### src/aeu_pkg.sv
// ----------------------------------------------------------------------------
// aeu_pkg
// Shared types and constants for the assembler expression alu.
// ----------------------------------------------------------------------------
package aeu_pkg;

    localparam int DATA_BITS_DEF = 16;
    localparam int CMD_BITS      = 5;
    localparam int BYTE_BITS     = 8;
    localparam int QUEUE_DEPTH   = 4;

    typedef enum logic [CMD_BITS-1:0] {
        CMD_MUL   = 5'd0,
        CMD_ADD   = 5'd1,
        CMD_SUB   = 5'd2,
        CMD_UPLUS = 5'd3,
        CMD_DIV   = 5'd4,
        CMD_NEG   = 5'd5,
        CMD_EQ    = 5'd6,
        CMD_LT    = 5'd7,
        CMD_LE    = 5'd8,
        CMD_GT    = 5'd9,
        CMD_GE    = 5'd10,
        CMD_NE    = 5'd11,
        CMD_NOT   = 5'd12,
        CMD_AND   = 5'd13,
        CMD_OR    = 5'd14,
        CMD_XOR   = 5'd15,
        CMD_MOD   = 5'd16,
        CMD_SHL   = 5'd17,
        CMD_SHR   = 5'd18,
        CMD_HIGH  = 5'd19,
        CMD_LOW   = 5'd20
    } cmd_t;

    // how the back end finishes an item
    typedef enum logic [1:0] {
        KIND_ALU = 2'd0,
        KIND_DIV = 2'd1,
        KIND_MOD = 2'd2
    } kind_t;

    localparam int KIND_BITS = 2;

    // queue status seen by the front end
    typedef struct packed {
        logic full;
        logic empty;
    } q_status_t;

endpackage

### src/aeu_queue.sv
// ----------------------------------------------------------------------------
// aeu_queue
// Small fifo between the classifying front end and the execution back end.
// ----------------------------------------------------------------------------
module aeu_queue
    import aeu_pkg::*;
#(
    parameter int WIDTH = 32,
    parameter int DEPTH = QUEUE_DEPTH
)
(
    input  logic             clk,
    input  logic             rst_n,
    input  logic             push,
    input  logic [WIDTH-1:0] push_data,
    input  logic             pop,
    output logic [WIDTH-1:0] head_data,
    output q_status_t        status
);

    localparam int AW = (DEPTH > 1) ? $clog2(DEPTH) : 1;

    logic [WIDTH-1:0] mem [DEPTH];
    logic [AW-1:0]    wr_ptr_reg, wr_ptr_next;
    logic [AW-1:0]    rd_ptr_reg, rd_ptr_next;
    logic [AW:0]      count_reg, count_next;

    function automatic logic [AW-1:0] ptr_inc(input logic [AW-1:0] p);
        logic [AW-1:0] r;
        r = (p == AW'(DEPTH - 1)) ? '0 : p + AW'(1);
        return r;
    endfunction

    assign status.full  = (count_reg == (AW+1)'(DEPTH));
    assign status.empty = (count_reg == '0);
    assign head_data    = mem[rd_ptr_reg];

    always_comb
    begin
        wr_ptr_next = push ? ptr_inc(wr_ptr_reg) : wr_ptr_reg;
        rd_ptr_next = pop  ? ptr_inc(rd_ptr_reg) : rd_ptr_reg;
        count_next  = count_reg + (AW+1)'(push) - (AW+1)'(pop);
    end

    always_ff @(posedge clk)
    begin
        if (push)
        begin
            mem[wr_ptr_reg] <= push_data;
        end
    end

    always_ff @(posedge clk or negedge rst_n)
    begin
        if (!rst_n)
        begin
            wr_ptr_reg <= '0;
            rd_ptr_reg <= '0;
            count_reg  <= '0;
        end
        else
        begin
            wr_ptr_reg <= wr_ptr_next;
            rd_ptr_reg <= rd_ptr_next;
            count_reg  <= count_next;
        end
    end

    a_no_overflow: assert property (@(posedge clk) disable iff (!rst_n)
        status.full |-> !push || pop) else $error("queue overflow");
    a_no_underflow: assert property (@(posedge clk) disable iff (!rst_n)
        status.empty |-> !pop) else $error("queue underflow");
    a_count_range: assert property (@(posedge clk) disable iff (!rst_n)
        count_reg <= (AW+1)'(DEPTH)) else $error("queue count out of range");

endmodule

### src/aeu_front.sv
// ----------------------------------------------------------------------------
// aeu_front
// Accepts items and tags each with the back end path it needs.
// ----------------------------------------------------------------------------
module aeu_front
    import aeu_pkg::*;
#(
    parameter int DATA_BITS = DATA_BITS_DEF
)
(
    input  logic                                       s_tvalid,
    output logic                                       s_tready,
    input  logic [CMD_BITS-1:0]                        cmd,
    input  logic [DATA_BITS-1:0]                       left_operand,
    input  logic [DATA_BITS-1:0]                       right_operand,
    input  q_status_t                                  status,
    output logic                                       push,
    output logic [KIND_BITS+CMD_BITS+2*DATA_BITS-1:0]  push_data
);

    kind_t kind;

    always_comb
    begin
        case (cmd)
            CMD_DIV: kind = KIND_DIV;
            CMD_MOD: kind = KIND_MOD;
            default: kind = KIND_ALU;
        endcase
    end

    assign s_tready  = !status.full;
    assign push      = s_tvalid && !status.full;
    assign push_data = {kind, cmd, right_operand, left_operand};

endmodule

### src/aeu_back.sv
// ----------------------------------------------------------------------------
// aeu_back
// Executes items: alu and multiply in the first stage, then one quotient
// bit per stage, then an output register.
// ----------------------------------------------------------------------------
module aeu_back
    import aeu_pkg::*;
#(
    parameter int DATA_BITS = DATA_BITS_DEF
)
(
    input  logic                                       clk,
    input  logic                                       rst_n,
    input  logic [KIND_BITS+CMD_BITS+2*DATA_BITS-1:0]  head_data,
    input  q_status_t                                  status,
    output logic                                       pop,
    output logic                                       m_tvalid,
    input  logic                                       m_tready,
    output logic [DATA_BITS-1:0]                       value,
    output logic                                       value_error
);

    localparam int DB = DATA_BITS;
    localparam int SW = $clog2(DB);
    localparam int NS = DB + 1;

    logic [DB-1:0]    a_in, b_in;
    logic [CMD_BITS-1:0] cmd_in;
    logic [KIND_BITS-1:0] kind_raw;
    kind_t            kind_in;
    logic [DB-1:0]    alu_res;
    logic [2*DB-1:0]  prod;
    logic [DB-1:0]    shl_res, shr_res;
    logic             en;

    logic             vld_reg  [NS];
    kind_t            kind_reg [NS];
    logic [DB-1:0]    res_reg  [NS];
    logic [DB-1:0]    b_reg    [NS];
    logic [DB-1:0]    rem_reg  [NS];
    logic [DB-1:0]    quo_reg  [NS];

    logic             out_vld_reg;
    logic [DB-1:0]    out_val_reg;
    logic             out_err_reg;
    logic [DB-1:0]    fin_val;
    logic             fin_err;

    assign {kind_raw, cmd_in, b_in, a_in} = head_data;
    assign kind_in = kind_t'(kind_raw);
    assign en  = !out_vld_reg || m_tready;
    assign pop = en && !status.empty;

    always_comb
    begin
        prod    = a_in * b_in;
        shl_res = a_in << b_in[SW-1:0];
        shr_res = a_in >> b_in[SW-1:0];
        if (b_in[BYTE_BITS-1:0] == '0)
        begin
            shl_res = a_in;
            shr_res = a_in;
        end
        else if (b_in >= DB'(DB))
        begin
            shl_res = '0;
            shr_res = '0;
        end
        case (cmd_in)
            CMD_MUL:  alu_res = prod[DB-1:0];
            CMD_ADD:  alu_res = a_in + b_in;
            CMD_SUB:  alu_res = a_in - b_in;
            CMD_NEG:  alu_res = '0 - a_in;
            CMD_EQ:   alu_res = {DB{a_in == b_in}};
            CMD_LT:   alu_res = {DB{a_in <  b_in}};
            CMD_LE:   alu_res = {DB{a_in <= b_in}};
            CMD_GT:   alu_res = {DB{a_in >  b_in}};
            CMD_GE:   alu_res = {DB{a_in >= b_in}};
            CMD_NE:   alu_res = {DB{a_in != b_in}};
            CMD_NOT:  alu_res = ~a_in;
            CMD_AND:  alu_res = a_in & b_in;
            CMD_OR:   alu_res = a_in | b_in;
            CMD_XOR:  alu_res = a_in ^ b_in;
            CMD_SHL:  alu_res = shl_res;
            CMD_SHR:  alu_res = shr_res;
            CMD_HIGH: alu_res = a_in >> BYTE_BITS;
            CMD_LOW:  alu_res = a_in & DB'(8'hff);
            default:  alu_res = a_in;
        endcase
    end

    always_comb
    begin
        fin_err = (kind_reg[NS-1] != KIND_ALU) && (b_reg[NS-1] == '0);
        case (kind_reg[NS-1])
            KIND_DIV: fin_val = fin_err ? '1 : quo_reg[NS-1];
            KIND_MOD: fin_val = fin_err ? '0 : rem_reg[NS-1];
            default:  fin_val = res_reg[NS-1];
        endcase
    end

    // restoring divide, one quotient bit per stage
    always_ff @(posedge clk)
    begin
        logic [DB:0] trial;
        if (en)
        begin
            kind_reg[0] <= kind_in;
            res_reg[0]  <= alu_res;
            b_reg[0]    <= b_in;
            rem_reg[0]  <= '0;
            quo_reg[0]  <= a_in;
            for (int i = 1; i < NS; i++)
            begin
                trial = {rem_reg[i-1], quo_reg[i-1][DB-1]};
                kind_reg[i] <= kind_reg[i-1];
                res_reg[i]  <= res_reg[i-1];
                b_reg[i]    <= b_reg[i-1];
                if (trial >= {1'b0, b_reg[i-1]})
                begin
                    rem_reg[i] <= DB'(trial - {1'b0, b_reg[i-1]});
                    quo_reg[i] <= {quo_reg[i-1][DB-2:0], 1'b1};
                end
                else
                begin
                    rem_reg[i] <= trial[DB-1:0];
                    quo_reg[i] <= {quo_reg[i-1][DB-2:0], 1'b0};
                end
            end
            out_val_reg <= fin_val;
            out_err_reg <= fin_err;
        end
    end

    always_ff @(posedge clk or negedge rst_n)
    begin
        if (!rst_n)
        begin
            for (int i = 0; i < NS; i++)
            begin
                vld_reg[i] <= 1'b0;
            end
            out_vld_reg <= 1'b0;
        end
        else if (en)
        begin
            vld_reg[0] <= !status.empty;
            for (int i = 1; i < NS; i++)
            begin
                vld_reg[i] <= vld_reg[i-1];
            end
            out_vld_reg <= vld_reg[NS-1];
        end
    end

    assign m_tvalid    = out_vld_reg;
    assign value       = out_val_reg;
    assign value_error = out_err_reg;

    a_err_value: assert property (@(posedge clk) disable iff (!rst_n)
        out_vld_reg && out_err_reg |-> (out_val_reg == '1) || (out_val_reg == '0))
        else $error("error item with wrong value");
    a_stall_holds_pipe: assert property (@(posedge clk) disable iff (!rst_n)
        !en |=> $stable(vld_reg[NS-1]) && out_vld_reg)
        else $error("pipe moved while stalled");
    a_pop_needs_room: assert property (@(posedge clk) disable iff (!rst_n)
        pop |-> en && !status.empty) else $error("pop without room");

endmodule

### src/asm_expression_alu16.sv
// ----------------------------------------------------------------------------
// asm_expression_alu16
// One operator of a 16-bit assembler expression alu on stream channels.
// ----------------------------------------------------------------------------
// path: queue, alu stage, divide stages, then output register
// throughput: one item per cycle unless stalled; divide has DATA_BITS stages
// the queue of QUEUE_DEPTH items lets input keep flowing while output stalls
// reset: rst_n asynchronous active low clears queue and all valid bits
// ----------------------------------------------------------------------------
module asm_expression_alu16
    import aeu_pkg::*;
#(
    parameter int DATA_BITS = DATA_BITS_DEF
)
(
    input  logic                clk,
    input  logic                rst_n,
    input  logic                s_tvalid,
    output logic                s_tready,
    // cmd, left_operand, right_operand, zero fill
    input  logic [((CMD_BITS+2*DATA_BITS+7)/8)*8-1:0] s_tdata,
    output logic                m_tvalid,
    input  logic                m_tready,
    // value, value_error, zero fill
    output logic [((DATA_BITS+1+7)/8)*8-1:0]          m_tdata
);

    localparam int QW = KIND_BITS + CMD_BITS + 2 * DATA_BITS;
    localparam int OW = ((DATA_BITS + 1 + 7) / 8) * 8;

    q_status_t          status;
    logic               push, pop;
    logic [QW-1:0]      push_data, head_data;
    logic [DATA_BITS-1:0] value;
    logic               value_error;

    aeu_front #(.DATA_BITS(DATA_BITS)) u_front (
        .s_tvalid      (s_tvalid),
        .s_tready      (s_tready),
        .cmd           (s_tdata[CMD_BITS-1:0]),
        .left_operand  (s_tdata[CMD_BITS+DATA_BITS-1:CMD_BITS]),
        .right_operand (s_tdata[CMD_BITS+2*DATA_BITS-1:CMD_BITS+DATA_BITS]),
        .status        (status),
        .push          (push),
        .push_data     (push_data)
    );

    aeu_queue #(.WIDTH(QW), .DEPTH(QUEUE_DEPTH)) u_queue (
        .clk       (clk),
        .rst_n     (rst_n),
        .push      (push),
        .push_data (push_data),
        .pop       (pop),
        .head_data (head_data),
        .status    (status)
    );

    aeu_back #(.DATA_BITS(DATA_BITS)) u_back (
        .clk         (clk),
        .rst_n       (rst_n),
        .head_data   (head_data),
        .status      (status),
        .pop         (pop),
        .m_tvalid    (m_tvalid),
        .m_tready    (m_tready),
        .value       (value),
        .value_error (value_error)
    );

    assign m_tdata = OW'({value_error, value});

endmodule

### config.mk
export PLATFORM = sky130hd
export DESIGN_NAME = asm_expression_alu16
export DESIGN_NICKNAME = d
export VERILOG_FILES = /design/src/aeu_pkg.sv /design/src/aeu_queue.sv /design/src/aeu_front.sv /design/src/aeu_back.sv /design/src/asm_expression_alu16.sv
export SDC_FILE = /design/constraint.sdc
export NUM_CORES = 2
export LEC_CHECK = 0
export ABC_AREA = 1
export BUFFER_PORTS_ARGS = -buffer_cell sky130_fd_sc_hd__buf_2
export CAP_MARGIN = 40
export CORE_ASPECT_RATIO = 0.5
export CORE_MARGIN = 5
export CORE_UTILIZATION = 53
export CTS_CLUSTER_DIAMETER = 120
export DETAILED_ROUTE_END_ITERATION = 12
export PLACE_DENSITY = 0.66
export SLEW_MARGIN = 20
export SYNTH_ARGS = -nofsm -noshare
export SYNTH_HDL_FRONTEND = slang
export SYNTH_SLANG_ARGS = --single-unit
export TNS_END_PERCENT = 30
### constraint.sdc
create_clock -name clk -period 18.2 [get_ports clk]
set_input_delay 3.64 -clock clk [delete_from_list [all_inputs] [get_ports clk]]
set_output_delay 3.64 -clock clk [all_outputs]
set_load 0.03 [all_outputs]
==> results.tsv <==
stage	metric	value	unit
sta	clock.fmax	121	MHz
floorplan	die_x	501	µm
sta	hold_viol	0	
worst_setup_path	worstPathRequired	18.59	ns
clock_network	clk_latency	0.71	ns
clock_network	htreeDepth	3	
worst_setup_path	crit_arrival	8.67	ns
finish	fillerInstances	9641	
finish	final_cells	7499	
floorplan	rows	90	
floorplan	start_util	53.2	%
synth	synth_cell_types	60	
sta	final.setup.tns	0	ns
synth	yosysWarnings	0	
detailed_routing	postRouteWirelength	139	mm
job	drv_cap	0	
finish	final_common_cell	edfxtp_1	
clock_network	cts-root-buf	clkbuf_16	
sta	period_share	45.5	%
global_routing	grt_max_degree	159	
worst_setup_path	critPathKind	reg2reg	
placement	pre_cts_ws	10.03	ns
floorplan	core_area	0.120	mm²
floorplan	die_area	0.128	mm²
synth	syn_avg_cell_area	11.2	µm²
detailed_routing	drtAntennaViolNets	0	
synth	syn_inst	5708	
clock_network	numCtsBuffers	111	
finish	nets	6291	
global_routing	overflow	0	
detailed_routing	dr.pass1.iters	6	
worst_setup_path	startpoint_type	flop	
synth	yosysSeqAreaShare	61.1	%
sta	fin_ws	9.92	ns
sta	rsz0062_at_grt	no	
floorplan	fp.dieH	256	µm
placement	dpl.hpwl	96.9	mm
synth	synth-main-ff-cell	edfxtp_1	
clock_network	postCtsSetupBuffers	0	
finish	final_cell_mix	1,278 x edfxtp_1, 1,139 x nand2_1, 684 x inv_1	
floorplan	ioPinCount	70	
placement	port_buffers	59	
finish	fin_util	58.2	%
global_routing	grt_pass1_wl	220	mm
sta	maxSlewHeadroom	31.0	%
finish	syn_to_final_growth	9.43	%
synth	ys_ff_latch	1304	
sta	tightest_slew	1.03	ns
clock_network	cts_tree	yes	
detailed_routing	remaining_drc_errors	0	
synth	async_flop_share	1.92	%
sta	final_max_slew_viol_count	0	
global_routing	grt_pass1_vias	40300	
synth	synth_edf_count	1278	
clock_network	cts_buffer_depth	3	
clock_network	cts_hold_buf	0	
placement	gp_congestion	0.954	
detailed_routing	wire_per_inst	18.6	µm
clock_network	cts_sinks	1304	
worst_setup_path	end_kind	flop	
finish	layout-drive-gt1-share	6.69	%
sta	finalCriticalPeriod	8.28	ns
outcome	outcome	complete, no violations	
global_routing	grt_use_total	21.8	%
clock_network	path_clk_slew	0.07	ns
worst_setup_path	cp_max_fo	48	
worst_hold_path	hold_path.class	reg2reg	
detailed_routing	vias	40300	
clock_network	cts_resized	0	
global_routing	antenna_found_initial	4	
detailed_routing	viasPerCell	5.38	
placement	dp.cells	7292	
detailed_routing	drt_iter0_drc	2944	
sta	finalSetupViolCount	0	
sta	skew	0.0363	ns
synth	netlist_area	0.0639	mm²
layout make-up:
type | count | area (µm²) | area share, %
Antenna cell | 1 | 2.50 | 0.00358
Clock buffer | 140 | 2990 | 4.27
Clock inverter | 63 | 786 | 1.12
Sequential cell | 1304 | 39000 | 55.8
Inverter | 717 | 2710 | 3.88
Tap cell | 1610 | 2010 | 2.88
Multi-Input combinational cell | 3546 | 21400 | 30.6
Timing Repair Buffer | 118 | 1000 | 1.43
worst max-delay path: stages, from the launching register on:
cell	delay, ns
dfrtp_2	0.34
buf_4	0.44
buf_4	0.44
nand2_1	0.09
nand3_1	0.10
nand2_1	0.40
inv_1	0.83
nand2_1	0.18
fa_1	0.55
fa_1	0.50
inv_1	0.06
fa_1	0.51
fa_1	0.47
fa_1	0.56
inv_1	0.07
fa_1	0.54
inv_1	0.04
ha_1	0.33
nand2_1	0.09
nor2_1	0.14
nand3_1	0.12
o2111ai_1	0.17
a21oi_1	0.15
o21bai_1	0.32
nand3_1	0.12
nand3_1	0.13
nand4_1	0.18
synthesized netlist by cell type, types with 28 or more instances:
cell	n	area, µm²
edfxtp_1	1278	38400
nand2_1	1141	4280
inv_1	685	2570
a21oi_1	418	2090
nor2_1	418	1570
ha_1	351	4390
nand3_1	268	1340
o21ai_0	234	1170
xnor2_1	120	1050
xor2_1	103	902
fa_1	98	1960
nor3_1	53	265
o21ai_1	44	220
buf_2	42	210
clkbuf_1	40	150
nor4_1	39	244
buf_4	38	285
nand4_1	37	231
inv_2	28	105
per-stage QoR:
stage / area (µm²) / hold WS (ns)
after global routing: 69900 / 0.394
after floorplan: 63900 / 0.400
after detailed placement: 66100 / 0.405
after global placement: 65800 / 0.401
after CTS: 69900 / 0.386
final: 69900 / 0.395
kinds of logic (layout without fill, tap and decap cells):
kind of cell	Yosys count	in the layout	share of synthesized area, %
AO/OA/AOI/OAI	842	842	7.15
flip-flops	1304	1304	61.1
XOR/XNOR	223	223	3.06
buffers and inverters	864	1038	5.57
adder cells (fa/ha/maj)	449	449	9.94
multiplexers	1	1	0.0157
other	1	8	0.00587
AND/OR/NAND/NOR	2024	2024	13.2
metal layers:
metal | vias up | GRT usage [%] | routed length [µm]
li1 | 19800 | - | -
met3 | 298 | 3.15 | 7680
met1 | 19200 | 29.0 | 60000
met5 | - | 0 | 7
met4 | 2 | 7.84 | 5080
met2 | 1094 | 36.8 | 66600
path summary, 6_finish.rpt:
check	endpoint	cells past startpoint	slack (ns)	from
max	u_back.res_reg[0][15]	26	9.92	u_queue.rd_ptr_reg[0]
min	u_back.quo_reg[15][10]	0	0.39	u_back.quo_reg[14][9]
max reg2reg	u_back.res_reg[0][15]	26	9.92	u_queue.rd_ptr_reg[0]
min reg2reg	u_back.quo_reg[15][10]	0	0.39	u_back.quo_reg[14][9]
max in group asynchronous	u_queue.rd_ptr_reg[0]	1	14.90	rst_n
min in group asynchronous	u_back.vld_reg[4]	1	2.90	rst_n
Power is left out: the tool's default activity adds up to more than one toggle a clock period on the data nets, which glitch-free logic cannot reach.
